--- config.mk ---
export PLATFORM = sky130hd
export DESIGN_NAME = packet_xor_rotate_scrambler_top
export DESIGN_NICKNAME = d
export VERILOG_FILES = /design/src/sv/psc_pkg.sv /design/src/sv/psc_in_reg.sv /design/src/sv/psc_core.sv /design/src/sv/psc_out_reg.sv /design/src/sv/packet_xor_rotate_scrambler_top.sv
export SDC_FILE = /design/constraint.sdc
export NUM_CORES = 1
export LEC_CHECK = 0
export BUFFER_PORTS_ARGS = -buffer_cell sky130_fd_sc_hd__buf_2
export CELL_PAD_IN_SITES_DETAIL_PLACEMENT = 1
export CELL_PAD_IN_SITES_GLOBAL_PLACEMENT = 1
export CORE_ASPECT_RATIO = 0.75
export CORE_MARGIN = 3
export CORE_UTILIZATION = 53
export CTS_CLUSTER_DIAMETER = 200
export CTS_CLUSTER_SIZE = 28
export DETAILED_ROUTE_END_ITERATION = 12
export PLACE_DENSITY = 0.95
export SYNTH_ARGS = -nofsm -noshare
export SYNTH_HDL_FRONTEND = slang
export SYNTH_SLANG_ARGS = --single-unit
--- constraint.sdc ---
create_clock -name clk -period 17.8 [get_ports clk]
set_input_delay 3.56 -clock clk [delete_from_list [all_inputs] [get_ports clk]]
set_output_delay 3.56 -clock clk [all_outputs]
set_load 0.05 [all_outputs]
--- src/sv/psc_pkg.sv ---
// shared types, codes and helper functions of the packet scrambler
package psc_pkg;

  localparam int unsigned LENGTH_BITS = 16;
  localparam int unsigned REM_BITS    = LENGTH_BITS + 1;
  localparam int unsigned IN_BYTES    = (LENGTH_BITS + 72 + 7) / 8;
  localparam int unsigned IN_TDATA_W  = IN_BYTES * 8;
  localparam int unsigned OUT_TDATA_W = 48;
  localparam int unsigned CFG_IDX_W   = 2;
  localparam int unsigned CFG_DATA_W  = 32;

  // item kind
  localparam logic OP_START = 1'b0;
  localparam logic OP_DATA  = 1'b1;

  // operating mode
  localparam logic MODE_ENC = 1'b0;
  localparam logic MODE_DEC = 1'b1;

  // configuration register indexes
  localparam logic [CFG_IDX_W-1:0] CFG_MODE      = 2'd0;
  localparam logic [CFG_IDX_W-1:0] CFG_XOR_KEY   = 2'd1;
  localparam logic [CFG_IDX_W-1:0] CFG_SHIFT_KEY = 2'd2;

  // header handling codes
  localparam logic [2:0] HS_NONE     = 3'd0;
  localparam logic [2:0] HS_PAD_BYTE = 3'd1;
  localparam logic [2:0] HS_ACC_OUT  = 3'd2;
  localparam logic [2:0] HS_PAD_WORD = 3'd3;
  localparam logic [2:0] HS_PAD_PEND = 3'd6;
  localparam logic [2:0] HS_SALT     = 3'd7;

  typedef struct packed {
    logic                   op;
    logic [LENGTH_BITS-1:0] length;
    logic [31:0]            random_value;
    logic [7:0]             count_in;
    logic [31:0]            data_in;
  } item_t;

  typedef struct packed {
    logic [31:0] out_word;
    logic [3:0]  byte_mask;
    logic [7:0]  count_out;
    logic        last;
  } result_t;

  function automatic logic [31:0] rotl32(input logic [31:0] w, input logic [4:0] r);
    logic [63:0] t;
    t = {w, w} << r;
    return t[63:32];
  endfunction

  function automatic logic [31:0] rotr32(input logic [31:0] w, input logic [4:0] r);
    logic [63:0] t;
    t = {w, w} >> r;
    return t[31:0];
  endfunction

endpackage

--- src/sv/psc_in_reg.sv ---
// input register stage holding one accepted item
module psc_in_reg
  import psc_pkg::*;
(
  input  logic  clk,
  input  logic  rst_n,
  input  logic  load,
  input  logic  in_valid,
  input  item_t in_item,
  output logic  item_valid,
  output item_t item
);

  logic  valid_r;
  item_t item_r;

  always_ff @(posedge clk) begin
    if (!rst_n) begin
      valid_r <= 1'b0;
    end else if (load) begin
      valid_r <= in_valid;
    end
  end

  always_ff @(posedge clk) begin
    if (load && in_valid) begin
      item_r <= in_item;
    end
  end

  assign item_valid = valid_r;
  assign item       = item_r;

endmodule

--- src/sv/psc_core.sv ---
// configuration registers, packet state and per-item scramble / descramble step
module psc_core
  import psc_pkg::*;
(
  input  logic                  clk,
  input  logic                  rst_n,
  input  logic                  cfg_we,
  input  logic [CFG_IDX_W-1:0]  cfg_index,
  input  logic [CFG_DATA_W-1:0] cfg_data,
  input  logic                  fire,
  input  item_t                 item,
  output logic                  res_valid,
  output result_t               res
);

  logic                mode_r, mode_nxt;
  logic [31:0]         xor_key_r, xor_key_nxt;
  logic [4:0]          shift_key_r, shift_key_nxt;
  logic [31:0]         acc_r, acc_nxt;
  logic [1:0]          pos_r, pos_nxt;
  logic [REM_BITS-1:0] rem_r, rem_nxt;
  logic [31:0]         mask_r, mask_nxt;
  logic [4:0]          rot_r, rot_nxt;
  logic [2:0]          hs_r, hs_nxt;
  logic                in_packet_r, in_packet_nxt;

  logic [LENGTH_BITS-1:0] len_e;
  logic [REM_BITS-1:0]    sum2;
  logic [1:0]             pad_k;
  logic [REM_BITS-1:0]    body;
  logic [31:0]            body32;
  logic [31:0]            acc_w;
  logic [1:0]             pos_w;
  logic [REM_BITS-1:0]    rem_w;
  logic                   emitted;
  logic                   last_w;
  logic [31:0]            dword;
  logic [2:0]             nb;
  logic [3:0]             valid_m;
  logic [3:0]             pm;
  logic [1:0]             kd;
  logic [1:0]             kd1;

  always_comb begin
    mode_nxt      = mode_r;
    xor_key_nxt   = xor_key_r;
    shift_key_nxt = shift_key_r;
    acc_nxt       = acc_r;
    pos_nxt       = pos_r;
    rem_nxt       = rem_r;
    mask_nxt      = mask_r;
    rot_nxt       = rot_r;
    hs_nxt        = hs_r;
    in_packet_nxt = in_packet_r;
    res_valid     = 1'b0;
    res           = '0;

    len_e   = (item.length == '0) ? LENGTH_BITS'(1) : item.length;
    sum2    = {1'b0, len_e} + REM_BITS'(2);
    pad_k   = 2'(~sum2[1:0] + 2'd1);
    body    = sum2 + REM_BITS'(pad_k);
    body32  = 32'(body);
    acc_w   = acc_r;
    pos_w   = pos_r;
    rem_w   = rem_r;
    emitted = 1'b0;
    last_w  = 1'b0;
    dword   = rotr32(item.data_in, rot_r) ^ mask_r;
    nb      = (rem_r >= REM_BITS'(4)) ? 3'd4 : rem_r[2:0];
    valid_m = 4'((5'd1 << nb) - 5'd1);
    pm      = 4'hF;
    kd      = dword[1:0];
    kd1     = kd + 2'd1;

    if (fire) begin
      if (item.op == OP_START) begin
        if (mode_r == MODE_ENC) begin
          mask_nxt = body32 ^ xor_key_r ^ item.random_value;
          rot_nxt  = body[4:0] ^ shift_key_r ^ item.random_value[4:0];
          unique case (pad_k)
            2'd0: begin
              acc_nxt = {16'd0, item.count_in, 8'd0};
              pos_nxt = 2'd2;
              hs_nxt  = HS_NONE;
            end
            2'd1: begin
              acc_nxt = {8'd0, item.count_in, 16'd1};
              pos_nxt = 2'd3;
              hs_nxt  = HS_NONE;
            end
            2'd2: begin
              acc_nxt = {item.count_in, 24'd2};
              pos_nxt = 2'd0;
              hs_nxt  = HS_ACC_OUT;
            end
            default: begin
              acc_nxt = {24'd0, item.count_in};
              pos_nxt = 2'd1;
              hs_nxt  = HS_PAD_WORD;
            end
          endcase
          rem_nxt        = {1'b0, len_e};
          in_packet_nxt  = 1'b1;
          res_valid      = 1'b1;
          res.out_word   = item.random_value;
          res.byte_mask  = 4'hF;
        end else begin
          rem_nxt = (item.length > LENGTH_BITS'(4))
                    ? {1'b0, item.length - LENGTH_BITS'(4)} : '0;
          acc_nxt       = '0;
          pos_nxt       = 2'd0;
          hs_nxt        = HS_SALT;
          in_packet_nxt = 1'b1;
        end
      end else if (in_packet_r) begin
        if (mode_r == MODE_ENC) begin
          // a pending header word goes out ahead of the first payload byte
          if (hs_r == HS_ACC_OUT) begin
            res.out_word = rotl32(acc_r ^ mask_r, rot_r);
            acc_w        = '0;
            pos_w        = 2'd0;
            emitted      = 1'b1;
          end else if (hs_r == HS_PAD_WORD) begin
            res.out_word = rotl32(32'd3 ^ mask_r, rot_r);
            emitted      = 1'b1;
          end
          acc_w  = acc_w | ({24'd0, item.data_in[7:0]} << {pos_w, 3'b000});
          pos_w  = pos_w + 2'd1;
          rem_w  = (rem_r != '0) ? rem_r - REM_BITS'(1) : rem_r;
          if (pos_w == 2'd0 && !emitted) begin
            last_w       = (rem_w == '0);
            res.out_word = rotl32(acc_w ^ mask_r, rot_r);
            acc_w        = '0;
            emitted      = 1'b1;
            if (last_w) begin
              in_packet_nxt = 1'b0;
            end
          end
          res_valid     = emitted;
          res.byte_mask = 4'hF;
          res.last      = last_w;
          hs_nxt        = HS_NONE;
          acc_nxt       = acc_w;
          pos_nxt       = pos_w;
          rem_nxt       = rem_w;
        end else if (hs_r == HS_SALT) begin
          mask_nxt = 32'(rem_r) ^ xor_key_r ^ item.data_in;
          rot_nxt  = rem_r[4:0] ^ shift_key_r ^ item.data_in[4:0];
          hs_nxt   = HS_PAD_PEND;
          if (rem_r == '0) begin
            in_packet_nxt = 1'b0;
          end
        end else begin
          // first body word: pad, zero bytes, and count unless the pad is 3
          if (hs_r == HS_PAD_PEND) begin
            if (kd != 2'd3) begin
              acc_w  = {24'd0, 8'(dword >> {kd1, 3'b000})};
              hs_nxt = HS_NONE;
              unique case (kd)
                2'd0:    pm = 4'hC;
                2'd1:    pm = 4'h8;
                default: pm = 4'h0;
              endcase
            end else begin
              pm     = 4'h0;
              hs_nxt = HS_PAD_BYTE;
            end
          end else if (hs_r == HS_PAD_BYTE) begin
            acc_w  = {24'd0, dword[7:0]};
            pm     = 4'hE;
            hs_nxt = HS_NONE;
          end
          rem_w  = rem_r - REM_BITS'(nb);
          last_w = (rem_w == '0);
          if (last_w) begin
            in_packet_nxt = 1'b0;
          end
          acc_nxt       = acc_w;
          rem_nxt       = rem_w;
          res_valid     = 1'b1;
          res.out_word  = dword;
          res.byte_mask = pm & valid_m;
          res.count_out = acc_w[7:0];
          res.last      = last_w;
        end
      end
    end

    if (cfg_we) begin
      unique case (cfg_index)
        CFG_MODE: begin
          mode_nxt      = cfg_data[0];
          in_packet_nxt = 1'b0;
        end
        CFG_XOR_KEY:   xor_key_nxt   = cfg_data;
        CFG_SHIFT_KEY: shift_key_nxt = cfg_data[4:0];
        default: ;
      endcase
    end
  end

  always_ff @(posedge clk) begin
    if (!rst_n) begin
      mode_r      <= MODE_ENC;
      xor_key_r   <= '0;
      shift_key_r <= '0;
      acc_r       <= '0;
      pos_r       <= '0;
      rem_r       <= '0;
      mask_r      <= '0;
      rot_r       <= '0;
      hs_r        <= HS_NONE;
      in_packet_r <= 1'b0;
    end else begin
      mode_r      <= mode_nxt;
      xor_key_r   <= xor_key_nxt;
      shift_key_r <= shift_key_nxt;
      acc_r       <= acc_nxt;
      pos_r       <= pos_nxt;
      rem_r       <= rem_nxt;
      mask_r      <= mask_nxt;
      rot_r       <= rot_nxt;
      hs_r        <= hs_nxt;
      in_packet_r <= in_packet_nxt;
    end
  end

endmodule

--- src/sv/psc_out_reg.sv ---
// result register feeding the output stream
module psc_out_reg
  import psc_pkg::*;
(
  input  logic    clk,
  input  logic    rst_n,
  input  logic    load,
  input  logic    res_valid,
  input  result_t res,
  output logic    out_valid,
  output result_t out_res
);

  logic    valid_r;
  result_t res_r;

  always_ff @(posedge clk) begin
    if (!rst_n) begin
      valid_r <= 1'b0;
    end else if (load) begin
      valid_r <= res_valid;
    end
  end

  always_ff @(posedge clk) begin
    if (load && res_valid) begin
      res_r <= res;
    end
  end

  assign out_valid = valid_r;
  assign out_res   = res_r;

endmodule

--- src/sv/packet_xor_rotate_scrambler_top.sv ---
// Packet xor/rotate scrambler: usage notes.
// Input stream in_*: in_tuser is the item kind (start of packet or data). On a
// start the payload length is taken, and in encode the salt word and count byte;
// on data the payload byte (encode) or packet word (decode) is taken from in_tdata.
// Output stream out_*: one word per result, with a byte mask and the recovered
// count byte in out_tdata, and out_tlast on the final word of a packet.
// Configuration: cfg_we with cfg_index 0 (mode), 1 (xor key), 2 (shift key);
// write only while idle. Writing the mode drops any packet in progress.
// Path: an item goes through an input register and a result register; the
// input register loads on the input transfer, and the result register takes
// the result when the output is free to advance.
// Throughput: one item per cycle while the output is not stalled; the per-item
// work is a single xor and rotate between the two registers. Items that give
// no result (decode salt word, encode bytes that do not close a word) still fire.
// A stalled output holds its word; the input register keeps taking items
// until both registers are full, then in_tready drops.
// Reset (synchronous, rst_n low) clears the keys, the mode to encode and
// leaves the block idle with no packet open.
module packet_xor_rotate_scrambler_top
  import psc_pkg::*;
(
  input  logic                   clk,
  input  logic                   rst_n,
  input  logic                   cfg_we,
  input  logic [CFG_IDX_W-1:0]   cfg_index,
  input  logic [CFG_DATA_W-1:0]  cfg_data,
  input  logic                   in_tvalid,
  output logic                   in_tready,
  // length, random_value, count_in, data_in
  input  logic [IN_TDATA_W-1:0]  in_tdata,
  // op
  input  logic                   in_tuser,
  output logic                   out_tvalid,
  input  logic                   out_tready,
  // out_word, byte_mask, count_out, zero fill
  output logic [OUT_TDATA_W-1:0] out_tdata,
  output logic                   out_tlast
);

  item_t   in_item;
  item_t   item;
  logic    item_valid;
  logic    advance;
  logic    fire;
  logic    res_valid;
  result_t res;
  result_t out_res;

  assign in_item.op           = in_tuser;
  assign in_item.length       = in_tdata[LENGTH_BITS-1:0];
  assign in_item.random_value = in_tdata[LENGTH_BITS +: 32];
  assign in_item.count_in     = in_tdata[LENGTH_BITS+32 +: 8];
  assign in_item.data_in      = in_tdata[LENGTH_BITS+40 +: 32];

  assign advance   = !out_tvalid || out_tready;
  assign fire      = item_valid && advance;
  assign in_tready = !item_valid || advance;

  psc_in_reg u_in_reg (
    .clk        (clk),
    .rst_n      (rst_n),
    .load       (in_tready),
    .in_valid   (in_tvalid),
    .in_item    (in_item),
    .item_valid (item_valid),
    .item       (item)
  );

  psc_core u_core (
    .clk       (clk),
    .rst_n     (rst_n),
    .cfg_we    (cfg_we),
    .cfg_index (cfg_index),
    .cfg_data  (cfg_data),
    .fire      (fire),
    .item      (item),
    .res_valid (res_valid),
    .res       (res)
  );

  psc_out_reg u_out_reg (
    .clk       (clk),
    .rst_n     (rst_n),
    .load      (advance),
    .res_valid (fire && res_valid),
    .res       (res),
    .out_valid (out_tvalid),
    .out_res   (out_res)
  );

  assign out_tdata = {4'd0, out_res.count_out, out_res.byte_mask, out_res.out_word};
  assign out_tlast = out_res.last;

endmodule

==> results_dict.tcl <==
set metrics [dict create \
    synth_top_area_share_pct 17.90 \
    fmax_ghz 0.1276 \
    cts-root-buf "clkbuf_16" \
    ys_top_cells_by_count "nand2_1 (234), a21oi_1 (194), mux2i_1 (189), mux4_2 (189), clkbuf_1 (161)" \
    timing.rr.start "u_core.hs_r[2]" \
    ys_seq_area_share_pct 28.03 \
    gp_congestion 1.066 \
    synth-edff-count 134 \
    final_core_util_pct 57.52 \
    synthTopCellsByArea "mux4_2 (18%), edfxtp_1 (17%), dfxtp_1 (11%), mux2i_1 (8.0%), xnor2_1 (5.0%)" \
    power.leakage_uw 0.008948 \
    yosys_warnings 0 \
    vdd_drop_max_uv 100.5 \
    power-per-cell-area_mw_per_mm2 70.56 \
    critPathKind "in -> out" \
    crit_top_cell "buf_2" \
    startpoint_type "input pin" \
    antenna_found_initial 4 \
    dieHeight_um 189.5 \
    die_x_um 250.6 \
    power_uw 1780 \
    drive_gt1_share_pct 22.55 \
    place.port_buffers 174 \
    core_region_area_mm2 0.04385 \
    nNetsFinal 2583 \
    htreeDepth 1 \
    tns_ns 0 \
    worst_slew_pin_slew_ns 1.324 \
    grtUsageTotal_pct 44.03 \
    cts_tree "built" \
    cp-startpoint "out_tready" \
    max_slew_margin_pct 11.32 \
    grt_pass1_vias 22911 \
    slowest_stage "nor2b_1" \
    arrival_ns 4.28 \
    status "finished, final reports clean" \
    finalHoldViolCount 0 \
    rsz0062_at_grt "false" \
    slew_violations 0 \
    yosysMostFrequentCell "nand2_1" \
    grt_overflow 0 \
    cpPeakStageDelay_ns 0.27 \
    fp-row-count 66 \
    grt_pass1_wl_um 155000 \
    drt_iter0_drc 3341 \
    wl_met1_um 39950 \
    yosysUniqueCellTypes 87 \
    r2r_setup_slack_ns 12.37 \
    cts_setup_buffers 0 \
    synthCells 2444 \
    maxCapViolations 0 \
    synth-async-reset-ratio_pct 0 \
    fin_crit_sh_pct 44.02 \
    synth_seq_cells 266 \
    via_per_inst 7.552 \
    stdcell_count 3026 \
    endpoint_kind "output pin" \
    clock-sinks 266 \
    drc 0 \
    hold_buffers 0 \
    fin_area_mm2 0.02522 \
    synth_flop_cell "edfxtp_1" \
    finalSetupViolCount 0 \
    ant_nets 0 \
    synth_area_leader_cell "mux4_2" \
    crit_path_max_fanout 5 \
    reg2reg_to "u_out_reg.out_res[39]" \
    clockBufferDepth 3 \
    dpl_cell_area_mm2 0.02485 \
    post_cts_resize_count 0 \
    firstDrtPassIters 6 \
    grt_start_max_net_pins 76 \
    wl_per_cell_um 35.18 \
    path_clk_slew_ns 0.11 \
    dr_wl_met3_um 15750 \
    rr_worst_depth 8 \
    via_count 22852 \
    clk_latency_ns 0.56 \
    top_layer "met5" \
    clock_skew_ns 0.04404 \
    crit_path_end "in_tready" \
    worstPathRequired_ns 14.24 \
    wl_met2_um 44540 \
    area_growth_syn_to_layout_pct 6.066 \
    antenna_cells 0 \
    wl_um 106500 \
    crit_chain "buf_2 > nor2b_1 > nand2_1 > buf_2" \
    start_util_pct 54.23 \
    syn_area_mm2 0.02378 \
    numCtsBuffers 13 \
    dp.cells 3005 \
    fin_crit_ns 7.836 \
    syn_area_per_cell_um2 9.731 \
    num_io_pins 179 \
    hold_path_class "reg -> reg" \
    detailed_place_hpwl_um 80880 \
    dieArea_mm2 0.04748 \
]
[per-stage QoR]
stage | hold slack (ns) | worst slack, ns
2_1_floorplan | 0.4452 | 9.631
3_5_place_dp | 0.4727 | 9.980
6_report | 0.4833 | 9.964
4_1_cts | 0.4881 | 9.973
5_1_grt | 0.5094 | 9.878
3_3_place_gp | 0.4587 | 10.02
[cells in the final DEF (no fill, tap or decap), types with 11 or more instances in the layout]
cell         n
nand2_1    234
a21oi_1    192
mux4_2     189
mux2i_1    189
buf_2      174
xnor2_1    135
edfxtp_1   134
nor2_1     132
dfxtp_1    126
o21ai_0    118
xor2_1      97
mux2_2      73
buf_4       58
nand3_1     42
a211oi_1    41
inv_1       38
a22oi_1     35
a221oi_1    30
nor3_1      27
and3_1      20
o211ai_1    19
a31oi_1     18
and3b_1     18
nor4_1      17
a311oi_1    17
or3_1       14
nand2b_1    14
ha_1        13
clkbuf_16   13
nor3b_1     12
or4_1       11
nor2b_1     11
[worst max-delay path: cells and delay by family]
family / cells / cell delay, ns
buf+inv: 2 / 0.33
simple gates: 2 / 0.39
[layout make-up]
class | count | area, um^2
fill | 4826 | 18630
multi-input combinational | 1884 | 15970
sequential | 266 | 6679
timing repair buffer | 232 | 1306
tap | 578 | 723.2
clock buffer | 19 | 347.8
inverter | 45 | 173.9
clock inverter | 2 | 25.02
[logic make-up after synthesis]
kind of cell             synth area share [%]
AO/OA/AOI/OAI                           15.75
XOR/XNOR                                8.707
flip-flops                              28.03
adder cells (fa/ha/maj)                0.6840
multiplexers                            29.53
AND/OR/NAND/NOR                         12.24
buffers and inverters                   5.024
other                                 0.03158
[power by group]
group,internal (uW),total (uW),switching [uW]
Sequential,674,749,74.4
Combinational,258,670,412
Clock,142,361,219
[how the worst min path moves through the flow]
stage,from,cells past startpoint,slack (ns),endpoint
final,u_core.xor_key_r[22],2,0.48,u_core.xor_key_r[22]
after global routing,u_core.xor_key_r[11],2,0.51,u_core.xor_key_r[11]
after CTS,u_core.xor_key_r[22],2,0.49,u_core.xor_key_r[22]
after detailed placement,u_core.xor_key_r[22],2,0.47,u_core.xor_key_r[22]
after global placement,u_core.xor_key_r[1],2,0.46,u_core.xor_key_r[1]
after floorplan,u_core.xor_key_r[8],2,0.45,u_core.xor_key_r[8]
[registers in the layout, summed over array words and instances, names as in the netlist]
register and flops:
u_in_reg.item 89, u_out_reg.out_res 45, u_core.hs_r 3, u_core.pos_r 2, u_core.mode_r 1, u_core.mask_r 32, u_out_reg.out_valid 1, u_core.rot_r 5
u_core.acc_r 32, u_in_reg.item_valid 1, u_core.in_packet_r 1, u_core.shift_key_r 5, u_core.xor_key_r 32, u_core.rem_r 17
[per-layer routing]
| metal | global-route usage [%] | vias up |
|---|---|---|
| met2 | 63.97 | 1809 |
| met4 | 21.75 | 2 |
| met5 | 0 | - |
| met1 | 59.15 | 11441 |
| met3 | 14.53 | 330 |
| li1 | - | 9270 |
No activity file was read; power rests on OpenSTA's default activity.
